### src/hw/rtl/rbst_pkg.sv
package rbst_pkg;

  localparam int COORD_BITS = 32;
  localparam int FRAC_BITS  = 16;
  localparam int DIST_IBITS = 32;
  localparam int DIFF_BITS  = COORD_BITS + 1;
  localparam int MAG_BITS   = DIST_IBITS - 1 + FRAC_BITS;  // saturated magnitude width
  localparam int DIST_BITS  = MAG_BITS + 2;                // signed, room for +/- infinity
  localparam int QUO_BITS   = DIFF_BITS + FRAC_BITS;       // full quotient width
  localparam int NUM_STAGES = QUO_BITS;                    // one quotient bit per stage
  localparam int LAT        = NUM_STAGES + 3;

  typedef logic signed [DIST_BITS-1:0] dist_t;

  localparam dist_t DIST_MAX = dist_t'((64'd1 << MAG_BITS) - 64'd1);
  localparam dist_t DIST_INF = dist_t'(64'd1 << MAG_BITS);

  // Divider state carried down the pipe for one slab distance.
  typedef struct packed {
    logic                neg;
    logic [QUO_BITS-1:0] num;  // shifted-out numerator bits, MSB first
    logic [DIFF_BITS:0]  rem;
    logic [COORD_BITS-1:0] den;
    logic [QUO_BITS-1:0] quo;
  } div_t;

  // Per-axis side info that rides along the divider.
  typedef struct packed {
    logic zero_dir;
    logic in_slab;
  } axis_t;

endpackage

### src/hw/rtl/rbst_axis_front.sv
module rbst_axis_front (
  input  logic signed [rbst_pkg::COORD_BITS-1:0] org,
  input  logic signed [rbst_pkg::COORD_BITS-1:0] dir,
  input  logic signed [rbst_pkg::COORD_BITS-1:0] lo,
  input  logic signed [rbst_pkg::COORD_BITS-1:0] hi,
  output rbst_pkg::div_t div_in,
  output rbst_pkg::div_t div_out,
  output rbst_pkg::axis_t info
);

  logic signed [rbst_pkg::DIFF_BITS-1:0] d_lo;
  logic signed [rbst_pkg::DIFF_BITS-1:0] d_hi;
  logic signed [rbst_pkg::DIFF_BITS-1:0] n_in;
  logic signed [rbst_pkg::DIFF_BITS-1:0] n_out;
  logic [rbst_pkg::COORD_BITS-1:0]       dmag;
  logic                                  dneg;

  function automatic rbst_pkg::div_t seed(input logic signed [rbst_pkg::DIFF_BITS-1:0] n,
                                          input logic dn,
                                          input logic [rbst_pkg::COORD_BITS-1:0] dm);
    rbst_pkg::div_t s;
    logic [rbst_pkg::DIFF_BITS-1:0] m;
    m = n[rbst_pkg::DIFF_BITS-1] ? rbst_pkg::DIFF_BITS'(-n) : rbst_pkg::DIFF_BITS'(n);
    s.neg = n[rbst_pkg::DIFF_BITS-1] ^ dn;
    s.num = {m, {rbst_pkg::FRAC_BITS{1'b0}}};
    s.rem = '0;
    s.den = dm;
    s.quo = '0;
    return s;
  endfunction

  always_comb begin
    d_lo  = {lo[rbst_pkg::COORD_BITS-1], lo} - {org[rbst_pkg::COORD_BITS-1], org};
    d_hi  = {hi[rbst_pkg::COORD_BITS-1], hi} - {org[rbst_pkg::COORD_BITS-1], org};
    dneg  = dir[rbst_pkg::COORD_BITS-1];
    dmag  = dneg ? rbst_pkg::COORD_BITS'(-dir) : rbst_pkg::COORD_BITS'(dir);
    n_in  = dneg ? d_hi : d_lo;
    n_out = dneg ? d_lo : d_hi;
    div_in  = seed(n_in, dneg, dmag);
    div_out = seed(n_out, dneg, dmag);
    info.zero_dir = (dir == '0);
    info.in_slab  = (lo <= org) && (org <= hi);
  end

endmodule

### config.mk
export PLATFORM = sky130hd
export DESIGN_NAME = rbst_axis_front
export DESIGN_NICKNAME = d
export VERILOG_FILES = /design/src/hw/rtl/rbst_pkg.sv /design/src/hw/rtl/rbst_axis_front.sv
export SDC_FILE = /design/constraint.sdc
export NUM_CORES = 1
export LEC_CHECK = 0
export BUFFER_PORTS_ARGS = -buffer_cell sky130_fd_sc_hd__buf_2
export CAP_MARGIN = 20
export CORE_AREA = 8 8 173 175
export DETAILED_ROUTE_END_ITERATION = 10
export DIE_AREA = 0 0 181 183
export SETUP_SLACK_MARGIN = 0.1
export SYNTH_ARGS = -nofsm -noshare
export SYNTH_HDL_FRONTEND = slang
export SYNTH_SLANG_ARGS = --single-unit
### constraint.sdc
create_clock -name vclk -period 5.3
set_clock_uncertainty 0.1 [all_clocks]
set_input_delay 0.795 -clock vclk [all_inputs]
set_output_delay 0.795 -clock vclk [all_outputs]
set_load 0.01 [all_outputs]
# ---- Yosys cells after proc, flatten, opt, wreduce, memory -nomap -nowiden
# Index checks and enable logic that the tools add are counted.
dict set report word_totals {
  register_bits 0
  latch_bits 0
  mem_bits_rw 0
  rom_bits 0
  output_inout_bits 332
  elab_cells 16
  mem_count 0
}
dict set report op_classes {
  add_sub_neg 5
  mul 0
  n_div 0
  n_lt_le_gt_ge 2
  eq_ne 0
  n_shift 0
  n_mux 5
  bitwise 2
  reduce_logical 2
}
# op n
set op_table {}
lappend op_table {{$mux 33} 4}
lappend op_table {{$neg 33->33} 2}
lappend op_table {{$sub 32x32->33} 2}
lappend op_table {{$le 32x32->1} 2}
lappend op_table {{$logic_not 32->1} 1}
lappend op_table {{$mux 32} 1}
lappend op_table {{$neg 32->32} 1}
lappend op_table {{$xor 1x1->1} 2}
lappend op_table {{$logic_and 1x1->1} 1}

# ---- Longest topological paths before layout
# Gate-level depths: netlist (run 1).
dict set report depth {
  depth_word 4
  ltp_mapped 15
  depth_no_buf 14
}

# ---- Least setup slack after synthesis (run 1)
# Ideal clock, no wire load.
dict set report synth_path {
  path_kind {input to output}
  startpoint {input port lo[0] in the netlist's numbering}
  endpoint {output port div_out[162] in the netlist's numbering}
  arrival_time_ns 3.985
  required_ns 4.405
  path_slack_ns 0.420
  cell_stages 14
  n_path_buf 0
  path_cell_list {inv_1 ha_1 fa_1 nand2b_1 a21o_1 a31oi_1 o221ai_1 xnor2_1 mux2_2 or3_4 or3_4 nor3_4 a41oi_1 xnor2_1}
}
# item line
set synth_rtl {}
lappend synth_rtl {{start: declaration} rbst_axis_front.sv:4} ;# input logic signed [rbst_pkg::COORD_BITS-1:0] lo,
lappend synth_rtl {{end: declaration} rbst_axis_front.sv:7} ;# output rbst_pkg::div_t div_out,

==> impl_metrics.csv, run 1 <==
group,metric,value,unit
global_route,antenna_found_initial,4,
timing,slew_hr,51.7,%
job,maxCapViolCount,0,
global_route,grt_pass1_vias,10976,
routing,avgRoutedWirePerCell,19.5,µm
worst_setup_path,end_kind,"output port",
timing,timing.final.crit_share,99.0,%
placed_design,dpl.hpwl,35500,µm
synthesis,post_synth_main_area_contributors,"buf_4 18%, ha_1 9.1%, xnor2_1 8.9%, a21oi_1 6.0%, nand2_1 4.5%",
worst_setup_path,worst-path-stages,15,
cells_and_area,final_net_count,1989,
global_route,gr-total-overflow,0,
floorplanning,dieHeight,183,µm
worst_setup_path,critPathMostFrequentCell,"buf_2",
worst_setup_path,timing.critical_path.to,"div_out[158]",
routing,final_antenna_net_count,0,
timing,timing_max_transition_violations_final,0,
run_status,outcome,"finished, final reports clean",
floorplanning,io-pin-count,460,
worst_hold_path,min_delay_path_depth,2,
synthesis,yosysWarnings,0,
worst_hold_path,timing.hold.worst.class,"in2out",
cells_and_area,clockBufferCount,0,
floorplanning,num_rows,61,
worst_setup_path,cp_top_family,"compound AO/OA/AOI/OAI gates",
routing,dr.pass1.iters,7,
synthesis,most_used_standard_cell_by_instance_count_after_synthesis,"buf_4",
power_and_ir_drop,total_leakage_power,5.84,nW
synthesis,netlist.area_leader.share,18.3,%
cells_and_area,layout.filler_cells,2777,
timing,final-hold-violation-count,0,
clock_network,post_cts_hold_buffer_count,0,
floorplanning,placeableCoreArea,0.0273,mm²
placed_design,number_of_port_buffers,262,
synthesis,synth_cell_type_count,87,
worst_setup_path,cpPeakStageDelay,0.56,ns
routing,number_of_design_rule_violations_left_by_the_first_detailed_router_iteration,1013,
placed_design,place_inst,2096,
cells_and_area,final_layout_size_suffix_gt1_share,33.3,%
worst_setup_path,worst-path-max-fanout,7,
timing,grt_setup_unrepaired,"yes",
timing,final-setup-viol-count,0,
floorplanning,start_util,34.9,%
floorplanning,die_width,181,µm
global_route,grt_pass1_wl,60000,µm
timing,tightestPinTransition,0.717,ns
worst_setup_path,critical-path-slowest-cell,"a2111oi_1",
cells_and_area,area_of_the_multi_input_gates,0.00872,mm²
cells_and_area,sequential_cell_total,0,
power_and_ir_drop,vdd_drop_max,0.0749,mV
synthesis,syn_area,0.00953,mm²
synthesis,synth_top_cells_by_count,"232 x buf_4, 115 x a21oi_1, 114 x nand2_1",
worst_setup_path,cp.required,4.41,ns
worst_setup_path,type_of_the_worst_setup_path,"in2out",
worst_setup_path,timing.critical_path.from_type,"input port",
floorplanning,die-area,0.0331,mm²
global_route,pin_count_of_the_biggest_net_entering_global_routing,71,
routing,detail_route.vias_per_cell,5.40,
synthesis,syn_avg_cell_area,6.64,µm²
worst_setup_path,timing.critical_path.from,"org[8]",
routing,drc_errors_left,0,
worst_setup_path,worst-endpoint-arrival,4.35,ns
power_and_ir_drop,power_density,178,mW/mm²
placed_design,place.gp.congestion,0.966,
timing,whs,1.77,ns
timing,achievable-frequency,0.191,GHz
cells_and_area,syn_to_final_growth,27.8,%
cells_and_area,regArea,0,µm²
global_route,grt_util_all_layers,22.2,%
synthesis,netlist.top_cell.by_area,"buf_4",
worst_setup_path,crit_path_cell_chain,"buf_2 -> inv_2 -> ha_1 -> a21oi_1 -> o21a_1 -> o2111ai_1 -> a2111oi_1 -> o221ai_1 -> o31ai_2 -> o21ai_1 -> or3_4 -> nor3_4 -> a31oi_1 -> xnor2_1 -> buf_2",
routing,num_vias,11527,
worst_setup_path,worst-path-buf-inv,3,
synthesis,netlist_instances,1436,
timing,finalCriticalPeriod,5.25,ns
cells_and_area,final-instance-count-excl-fill,2135,
routing,detail_route.wirelength,41600,µm
synthesis,synth.yosys.seq_area_share,0,%
## routing by layer
layer	global-route usage [%]	vias up	routed length (µm)
li1	-	5470	-
met1	26.8	5293	16200
met2	40.4	680	20400
met3	2.81	84	3390
met4	7.35	0	1630
met5	0	-	0
## timing repair
action / 4_1_cts / 5_1_grt
pin swaps: 29 / 41
resized for setup: 42 / 104
buffers inserted: 29 / 9
setup endpoints to repair: 49 / 64
## where the power goes
group	switching [mW]	total, mW	internal [mW]
clock	0	0.0000000252	0.0000000252
sequential	0	0	0
combinational	1.26	2.17	0.905
## logic make-up (layout without fill, tap and decap cells)
family                   count (synthesis)  in the layout  synth area share, %
multiplexers                            45             45                 4.87
buffers and inverters                  357            512                 23.3
AO/OA/AOI/OAI                          400            400                 27.7
AND/OR/NAND/NOR                        440            440                 23.4
other                                    1            199               0.0393
XOR/XNOR                               122            122                 11.2
adder cells (fa/ha/maj)                 71             71                 9.48
## per-stage QoR
step	power (mW)	instance area [µm²]	worst slack, ns	TNS [ns]	util (%)
floorplan	1.28	10300	0.420	0	-
global placement	1.95	11200	-0.0931	-0.586	40.9
detailed placement	1.96	11200	-0.170	-1.43	40.9
CTS	2.04	11600	0.0372	0	42.5
global route	2.33	12200	-0.0548	-0.0815	44.6
finish	2.17	12200	0.0536	0	44.6
## how the worst min path moves through the flow
| stage | slack (ns) | end | startpoint |
|---|---|---|---|
| after floorplan | 1.58 | div_in[54] | dir[5] |
| after global placement | 1.77 | div_in[49] | dir[0] |
| after detailed placement | 1.77 | div_in[49] | dir[0] |
| after CTS | 1.77 | div_in[49] | dir[0] |
| after global routing | 1.77 | div_in[49] | dir[0] |
| final | 1.77 | div_in[49] | dir[0] |
## cell usage in the layout, fill, tap and decap left out, types with 44 or more instances in the layout
cell type	n
buf_4	183
nor3_1	44
conb_1	198
inv_1	53
nor2_1	91
nand2_1	113
o21ai_0	66
xnor2_1	91
buf_2	258
ha_1	50
a21oi_1	105
## final cells by class
class / count / area share, %
timing repair buffer: 450 / 23.0
multi-input combinational: 1276 / 71.5
inverter: 62 / 1.93
tap: 346 / 3.55
antenna: 1 / 0.0205
Note: power is estimated with default switching activity, not from simulation.
==> run 2, diff against run 1 <==
Clock period 5.3 ns to 6.6 ns, I/O delays scaled along.
==> impl_metrics.csv, run 2 (synthesis results as in run 1) <==
group,metric,value,unit
power_and_ir_drop,total_leakage_power,4.86,nW
worst_hold_path,timing.hold.worst.class,"in2out",
global_route,grt_pass1_wl,58700,µm
timing,slew_hr,36.3,%
routing,detail_route.vias_per_cell,5.46,
cells_and_area,sequential_cell_total,0,
cells_and_area,final_net_count,1814,
clock_network,cts.repair_timing.setup_buffer_count,0,
job,maxCapViolCount,0,
power_and_ir_drop,power_density,144,mW/mm²
worst_setup_path,timing.critical_path.from,"org[8]",
timing,final-hold-violation-count,0,
floorplanning,placeableCoreArea,0.0273,mm²
timing,timing_max_transition_violations_final,0,
worst_setup_path,cpPeakStageDelay,0.55,ns
timing,tightestPinTransition,0.947,ns
worst_setup_path,worst-path-max-fanout,13,
cells_and_area,antenna-diode-count,0,
routing,final_antenna_net_count,0,
placed_design,number_of_port_buffers,262,
cells_and_area,leading_cell_type_in_the_layout_fill_and_taps_excluded,"buf_2",
routing,number_of_design_rule_violations_left_by_the_first_detailed_router_iteration,836,
timing,final-setup-viol-count,0,
cells_and_area,syn_to_final_growth,6.25,%
worst_setup_path,crit_path_cell_chain,"buf_2 -> inv_1 -> ha_1 -> nand3_1 -> or3_1 -> a21oi_1 -> nor2_1 -> xnor2_1 -> o31ai_2 -> o21ai_1 -> nor3_1 -> nor3b_2 -> a21oi_1 -> xnor2_1 -> buf_2",
routing,drc_errors_left,0,
cells_and_area,final_layout_size_suffix_gt1_share,20.0,%
timing,timing.final.crit_share,93.3,%
global_route,grt_pass1_vias,10207,
clock_network,post_cts_hold_buffer_count,0,
placed_design,place.gp.congestion,0.927,
worst_setup_path,type_of_the_worst_setup_path,"in2out",
worst_setup_path,critical-path-slowest-cell,"ha_1",
cells_and_area,top_library_cells_by_usage_in_the_layout_fill_and_taps_aside,"261 x buf_2, 198 x conb_1, 115 x a21oi_1",
placed_design,dpl.hpwl,35500,µm
global_route,pin_count_of_the_biggest_net_entering_global_routing,84,
routing,num_vias,10692,
floorplanning,dieHeight,183,µm
floorplanning,die-area,0.0331,mm²
cells_and_area,regArea,0,µm²
timing,grt_setup_unrepaired,"no",
timing,achievable-frequency,0.162,GHz
worst_setup_path,timing.critical_path.from_type,"input port",
routing,detail_route.wirelength,40300,µm
worst_setup_path,worst-endpoint-arrival,5.07,ns
worst_setup_path,end_kind,"output port",
routing,avgRoutedWirePerCell,20.6,µm
routing,dr.pass1.iters,6,
worst_setup_path,timing.critical_path.to,"div_out[157]",
global_route,grt_util_all_layers,22.0,%
timing,tns,0,ns
placed_design,place_area,0.0101,mm²
floorplanning,die_width,181,µm
power_and_ir_drop,vdd_drop_max,0.0548,mV
global_route,antenna_found_initial,4,
global_route,gr-total-overflow,0,
worst_setup_path,cp.required,5.51,ns
run_status,outcome,"finished, final reports clean",
cells_and_area,clockBufferCount,0,
floorplanning,io-pin-count,460,
cells_and_area,layout.cell_area.non_filler,0.0101,mm²
timing,finalCriticalPeriod,6.16,ns
floorplanning,num_rows,61,
floorplanning,start_util,34.9,%
==> run 2: cell count changes in the layout (fill, tap and decap cells not counted), moves of 6 or more <==
cell      before  now
buf_4        183   14
ha_1          50   69
ha_4          16    0
a21oi_1      105  115
a21oi_2       12    3
inv_1         53   61
inv_2          8    1
nor3_1        44   51
nor3_2         7    0
a211oi_1      10   16
a211oi_2       6    0
o21ai_0       66   72
xnor2_1       91   97
xnor2_2        6    0
==> run 2: repair_timing <==
action | 4_1_cts | 5_1_grt
gates resized for setup | 0 | 1
endpoints found under the setup margin | 0 | 2
endpoints found under the hold margin | 0 | 0
==> run 2: routing by layer <==
layer	share of wire, %	track usage, %	routed length (µm)
met1	41	27.1	16600
met2	49	40.1	19700
met3	7.0	2.81	2800
met4	2.9	5.21	1160
met5	0	0	0
==> run 2: worst max-delay path, delay by kind of cell <==
kind	cells	cell delay, ns
AO/OA/AOI/OAI	4	1.17
AND/OR/NAND/NOR	5	1.47
XOR/XNOR	2	0.56
adder cells (fa/ha/maj)	1	0.55
buffers and inverters	3	0.32
==> run 2: worst min-delay path by stage <==
stage | startpoint | end | slack, ns | depth (start not counted)
finish | dir[0] | div_in[49] | 2.16 | 2
global route | dir[0] | div_in[49] | 2.16 | 2
CTS | dir[0] | div_in[49] | 2.16 | 2
global placement | dir[0] | div_in[49] | 2.16 | 2
floorplan | dir[5] | div_in[54] | 1.97 | 1
detailed placement | dir[0] | div_in[49] | 2.15 | 2
==> run 2: cell type report <==
type                            instances  area [µm²]
Fill cell                            3003       17200
Tap cell                              346         433
Multi-Input combinational cell       1276        8050
Timing Repair Buffer                  275        1410
Inverter                               62         233
==> run 2: through the flow <==
step                hold WS [ns]  power (mW)  instances  util [%]  worst slack, ns
floorplan                   1.97        1.03       1633         -             1.33
global placement            2.16        1.43       1959      37.1            0.490
detailed placement          2.15        1.44       1959      37.1            0.491
CTS                         2.16        1.45       1959      37.1            0.482
global route                2.16        1.58       1959      37.1            0.170
finish                      2.16        1.46       1959      37.1            0.442
==> run 2: report_power, final <==
part / total, mW / switching, mW / internal, mW / leakage (nW)
Sequential: 0 / 0 / 0 / 0
Clock: 0 / 0 / 0 / 0
Combinational: 1.46 / 0.935 / 0.525 / 4.86
Total: 1.46 / 0.935 / 0.525 / 4.86
